`config.mk`:
```
export PLATFORM = sky130hd
export DESIGN_NAME = tan_ctrl
export DESIGN_NICKNAME = d
export VERILOG_FILES = /design/src/design/tan_pkg.sv /design/src/design/tan_ctrl.sv
export SDC_FILE = /design/constraint.sdc
export NUM_CORES = 1
export LEC_CHECK = 0
export ABC_CLOCK_PERIOD_IN_PS = 3500
export BUFFER_PORTS_ARGS = -buffer_cell sky130_fd_sc_hd__buf_2
export CORE_MARGIN = 2
export CORE_UTILIZATION = 32
export CTS_BUF_LIST = sky130_fd_sc_hd__clkbuf_8
export DETAILED_ROUTE_END_ITERATION = 6
export SETUP_SLACK_MARGIN = 0.2
export SLEW_MARGIN = 0
export SYNTH_ARGS = -nofsm -noshare
export SYNTH_HDL_FRONTEND = slang
export SYNTH_SLANG_ARGS = --single-unit
```
`constraint.sdc`:
```
create_clock -name clk -period 3.5 [get_ports clk]
set_input_delay 0.175 -clock clk [delete_from_list [all_inputs] [get_ports clk]]
set_output_delay 0.175 -clock clk [all_outputs]
set_load 0.02 [all_outputs]
```
`src/design/tan_pkg.sv`:
```
`default_nettype none
// ----------------------------------------------------------------------------
// tan_pkg
// Shared types and constants for the triangle area and normal block.
// ----------------------------------------------------------------------------
package tan_pkg;

  typedef enum logic [3:0] {
    S_IDLE,
    S_RD0,
    S_RD1,
    S_RD2,
    S_RD3,
    S_EDGE,
    S_MUL,
    S_SQRT,
    S_DIV,
    S_OUT
  } state_t;

  // multiply sequence: cross product terms, then squares of each component
  localparam logic [3:0] OP_C0P  = 4'd0;
  localparam logic [3:0] OP_C0N  = 4'd1;
  localparam logic [3:0] OP_C1P  = 4'd2;
  localparam logic [3:0] OP_C1N  = 4'd3;
  localparam logic [3:0] OP_C2P  = 4'd4;
  localparam logic [3:0] OP_C2N  = 4'd5;
  localparam logic [3:0] OP_S0HH = 4'd6;
  localparam logic [3:0] OP_S0HL = 4'd7;
  localparam logic [3:0] OP_S0LL = 4'd8;
  localparam logic [3:0] OP_S1HH = 4'd9;
  localparam logic [3:0] OP_S1HL = 4'd10;
  localparam logic [3:0] OP_S1LL = 4'd11;
  localparam logic [3:0] OP_S2HH = 4'd12;
  localparam logic [3:0] OP_S2HL = 4'd13;
  localparam logic [3:0] OP_S2LL = 4'd14;

  localparam logic [1:0] PART_HH = 2'd0;
  localparam logic [1:0] PART_HL = 2'd1;
  localparam logic [1:0] PART_LL = 2'd2;

  localparam logic       CMD_VERTEX = 1'b0;
  localparam logic       CMD_FACE   = 1'b1;

  localparam logic [5:0] MUL_LAST  = 6'd29;
  localparam logic [5:0] SQRT_LAST = 6'd35;
  localparam logic [5:0] DIV_LAST  = 6'd47;
  localparam logic [3:0] DIV_FINAL = 4'd15;

  localparam logic [15:0] NORMAL_MAX = 16'd32767;

  typedef struct packed {
    logic       vtx_write;
    logic       face_load;
    logic [1:0] rd_sel;
    logic       cap_en;
    logic [1:0] cap_sel;
    logic       edge_en;
    logic       mul_en;
    logic       mul_clr;
    logic       mul_phase;
    logic [3:0] mul_op;
    logic       sqrt_en;
    logic       div_en;
    logic [1:0] div_comp;
    logic [3:0] div_step;
    logic       out_load;
  } cmd_t;

endpackage
`default_nettype wire

```
`src/design/tan_ctrl.sv`:
```
`default_nettype none
// ----------------------------------------------------------------------------
// tan_ctrl
// Sequencer for vertex fetch, multiply, square root and divide phases.
// ----------------------------------------------------------------------------
module tan_ctrl (
  input  wire logic        clk,
  input  wire logic        rst_n,
  input  wire logic        in_valid,
  input  wire logic        in_command,
  output logic             in_ready,
  output logic             out_valid,
  input  wire logic        out_ready,
  output tan_pkg::cmd_t    cmd
);

  tan_pkg::state_t state_r, state_nxt;
  logic [5:0]      cnt_r, cnt_nxt;
  logic            out_valid_r, out_valid_nxt;
  logic            accept;
  logic            out_free;

  assign accept   = in_valid && in_ready;
  assign out_free = !out_valid_r || out_ready;

  always_comb begin
    state_nxt = state_r;
    cnt_nxt   = cnt_r + 6'd1;
    case (state_r)
      tan_pkg::S_IDLE: begin
        cnt_nxt = '0;
        if (accept && in_command == tan_pkg::CMD_FACE) begin
          state_nxt = tan_pkg::S_RD0;
        end
      end
      tan_pkg::S_RD0:  state_nxt = tan_pkg::S_RD1;
      tan_pkg::S_RD1:  state_nxt = tan_pkg::S_RD2;
      tan_pkg::S_RD2:  state_nxt = tan_pkg::S_RD3;
      tan_pkg::S_RD3:  state_nxt = tan_pkg::S_EDGE;
      tan_pkg::S_EDGE: begin
        state_nxt = tan_pkg::S_MUL;
        cnt_nxt   = '0;
      end
      tan_pkg::S_MUL: begin
        if (cnt_r == tan_pkg::MUL_LAST) begin
          state_nxt = tan_pkg::S_SQRT;
          cnt_nxt   = '0;
        end
      end
      tan_pkg::S_SQRT: begin
        if (cnt_r == tan_pkg::SQRT_LAST) begin
          state_nxt = tan_pkg::S_DIV;
          cnt_nxt   = '0;
        end
      end
      tan_pkg::S_DIV: begin
        if (cnt_r == tan_pkg::DIV_LAST) begin
          state_nxt = tan_pkg::S_OUT;
          cnt_nxt   = '0;
        end
      end
      tan_pkg::S_OUT: begin
        cnt_nxt = '0;
        if (out_free) begin
          state_nxt = tan_pkg::S_IDLE;
        end
      end
      default: begin
        state_nxt = tan_pkg::S_IDLE;
        cnt_nxt   = '0;
      end
    endcase
  end

  always_comb begin
    cmd           = '0;
    in_ready      = (state_r == tan_pkg::S_IDLE);
    cmd.vtx_write = accept && in_command == tan_pkg::CMD_VERTEX;
    cmd.face_load = accept && in_command == tan_pkg::CMD_FACE;
    cmd.mul_phase = cnt_r[0];
    cmd.mul_op    = cnt_r[4:1];
    cmd.div_comp  = cnt_r[5:4];
    cmd.div_step  = cnt_r[3:0];
    case (state_r)
      tan_pkg::S_RD0: cmd.rd_sel = 2'd0;
      tan_pkg::S_RD1: begin
        cmd.rd_sel  = 2'd1;
        cmd.cap_en  = 1'b1;
        cmd.cap_sel = 2'd0;
      end
      tan_pkg::S_RD2: begin
        cmd.rd_sel  = 2'd2;
        cmd.cap_en  = 1'b1;
        cmd.cap_sel = 2'd1;
      end
      tan_pkg::S_RD3: begin
        cmd.cap_en  = 1'b1;
        cmd.cap_sel = 2'd2;
      end
      tan_pkg::S_EDGE: cmd.edge_en = 1'b1;
      tan_pkg::S_MUL: begin
        cmd.mul_en  = 1'b1;
        cmd.mul_clr = (cnt_r == '0);
      end
      tan_pkg::S_SQRT: cmd.sqrt_en  = 1'b1;
      tan_pkg::S_DIV:  cmd.div_en   = 1'b1;
      tan_pkg::S_OUT:  cmd.out_load = out_free;
      default: ;
    endcase
  end

  always_comb begin
    out_valid_nxt = out_valid_r;
    if (cmd.out_load) begin
      out_valid_nxt = 1'b1;
    end else if (out_ready) begin
      out_valid_nxt = 1'b0;
    end
  end

  assign out_valid = out_valid_r;

  always_ff @(posedge clk) begin
    if (!rst_n) begin
      state_r     <= tan_pkg::S_IDLE;
      cnt_r       <= '0;
      out_valid_r <= 1'b0;
    end else begin
      state_r     <= state_nxt;
      cnt_r       <= cnt_nxt;
      out_valid_r <= out_valid_nxt;
    end
  end

endmodule
`default_nettype wire

```
==> qor.yml <==
outcome: "complete, no violations"
async_reset_ff_share_pct: 0
min_path_type: "primary input to flop"
worstSetupStartpointType: "flop"
num-nets-final: 136
synth_nets: 113
synthesis.area_um2: 823
synth_cells: 105
vias: 790
maxCapViolations: 0
coreArea_mm2: 0.00245
yosysSeqAreaShare_pct: 26.7
finalCriticalPeriod_ns: 1.95
final_antenna_net_count: 0
powerDensity_mw_per_mm2: 332
n_antenna_cell: 0
cts-htree-levels: 1
slew_viol_final: 0
die-area_mm2: 0.00299
drc: 0
pin_count: 31
fin_crit_sh_pct: 55.8
end_kind: "output pin"
clockBufferDepth: 2
hold_viol: 0
yosys_warnings: 0
grt_overflow: 0
ys_ff_latch: 11
layout-drive-gt1-share_pct: 31.5
dr.pass1.iters: 3
grt_start_max_net_pins: 21
syn_avg_cell_area_um2: 7.84
cp.arrival_ns: 1.78
final_area_um2: 977
wl_per_cell_um: 11.9
cts_tree: "yes"
cts-root-buf: "clkbuf_8"
cts_resized: 0
synth_top_area_share_pct: 26.7
clkTransAtPathRegs_ns: 0.05
ctsHoldBuffers: 0
grt_pass1_wl_um: 2960
crit_path_max_fanout: 15
fin_skew_ns: 0.00309
syn_to_final_growth_pct: 18.7
place_area_um2: 932
yosysMostFrequentCell: "nor2_1"
start_util_pct: 33.5
synth-edff-count: 0
io_buffers: 30
die_w_um: 54.7
antenna_found_initial: 0
gp_congestion: 0.760
vias_per_cell: 5.03
drt_iter0_drc: 13
routed_wl_um: 1870
yosys.area.top_type: "dfxtp_1"
setup-violations-final: 0
clk_latency_ns: 0.24
slew-limit-headroom_pct: 61.2
grt_pass1_vias: 666
post_cts_buffers: 0
required_ns: 3.32
yosys-top-cells-count: "14 x nor2_1, 11 x dfxtp_1, 8 x buf_4"
path_class: "flop to output pin"
hpwl_um: 1340
gr-usage-all-layers_pct: 14.1
synth_ff_type: "dfxtp_1"
cts_buffers: 3
cts.sinks: 11
vdd_drop_max_mv: 0.218
die_h_um: 54.7
max_clock_freq_ghz: 0.512
ys_top_cells_by_area: "dfxtp_1 27%, buf_4 7.3%, nor2_1 6.4%"
grt_setup_unrepaired: "no"
leakagePower_nw: 0.445
worst_slew_pin_slew_ns: 0.581
timing.setup.tns_ns: 0
rows: 18
yosys.cell_types.count: 37
==> placed cells by master, fill, tap and decap left out, drive strengths merged, types with 2 or more instances in the layout <==
| cell type | instances |
|---|---|
| or2 | 2 |
| nor3 | 4 |
| a21oi | 6 |
| clkbuf | 3 |
| o21ai | 5 |
| xor2 | 3 |
| nor2 | 15 |
| ha | 3 |
| nand3 | 2 |
| inv | 6 |
| o311ai | 2 |
| nand2 | 6 |
| dfxtp | 11 |
| and3 | 2 |
| nor4 | 3 |
| mux2i | 2 |
| nand2b | 4 |
| xnor2 | 2 |
| nand4 | 2 |
| buf | 30 |
==> metrics by stage <==
step | hold slack [ns] | std cells | util [%] | power, mW | setup WS, ns
3_3_place_gp | 0.484 | 153 | 38.0 | 0.203 | 1.63
6_report | 0.235 | 157 | 39.8 | 0.325 | 1.55
2_1_floorplan | 0.305 | 105 | - | 0.187 | 1.53
5_1_grt | 0.236 | 157 | 39.8 | 0.347 | 1.29
3_5_place_dp | 0.481 | 153 | 38.0 | 0.203 | 1.59
4_1_cts | 0.228 | 157 | 39.8 | 0.331 | 1.58
==> registers in the layout, summed over array words and instances, names as in the netlist <==
register and count:
state_r 4, out_valid 1, cnt_r 6
==> per-layer routing <==
| metal | routed length (um) | track usage (%) | share of wire [%] |
|---|---|---|---|
| met5 | 0 | 0 | 0 |
| met4 | 8 | 5.00 | 0.43 |
| met3 | 129 | 6.01 | 6.9 |
| met2 | 912 | 23.2 | 49 |
| met1 | 818 | 16.2 | 44 |
==> report_power, final <==
| group | internal (mW) | switching, mW | total [mW] |
|---|---|---|---|
| Sequential | 0.129 | 0.0129 | 0.142 |
| Combinational | 0.0241 | 0.0350 | 0.0591 |
| Clock | 0.0769 | 0.0467 | 0.124 |
==> path summary, 6_finish.rpt <==
path | startpoint | cells after the start | endpoint | slack (ns)
worst max-delay path | state_r[0] | 4 | cmd[16] | 1.55
worst min-delay path | rst_n | 3 | state_r[2] | 0.23
worst max register to register | state_r[1] | 5 | cnt_r[4] | 1.61
worst min register to register | cnt_r[0] | 1 | cnt_r[0] | 0.50
==> cell families (layout without fill, tap and decap cells) <==
logic type / Yosys count / in the layout / share of synthesized area, %
DFF: 11 / 11 / 26.7
AOI/OAI and AO/OA: 20 / 20 / 16.4
xor gates and xnor gates: 5 / 5 / 5.32
and+or+nand+nor: 47 / 47 / 32.7
adders and majority gates: 3 / 3 / 4.56
buffers and inverters: 17 / 39 / 11.9
muxes: 2 / 2 / 2.43
==> final cells by class <==
class	instances	area, um2
Clock buffer	3	41.3
Clock inverter	1	3.75
Fill cell	258	1480
Inverter	5	18.8
Multi-Input combinational cell	77	505
Sequential cell	11	220
Tap cell	30	37.5
Timing Repair Buffer	30	150
==> worst max-delay path: stages, from the launching register on <==
cell     delay (ns)
dfxtp_1        0.65
inv_1          0.19
nor3_1         0.37
and2_1         0.17
buf_2          0.16
(Power assumes the default switching activity.)
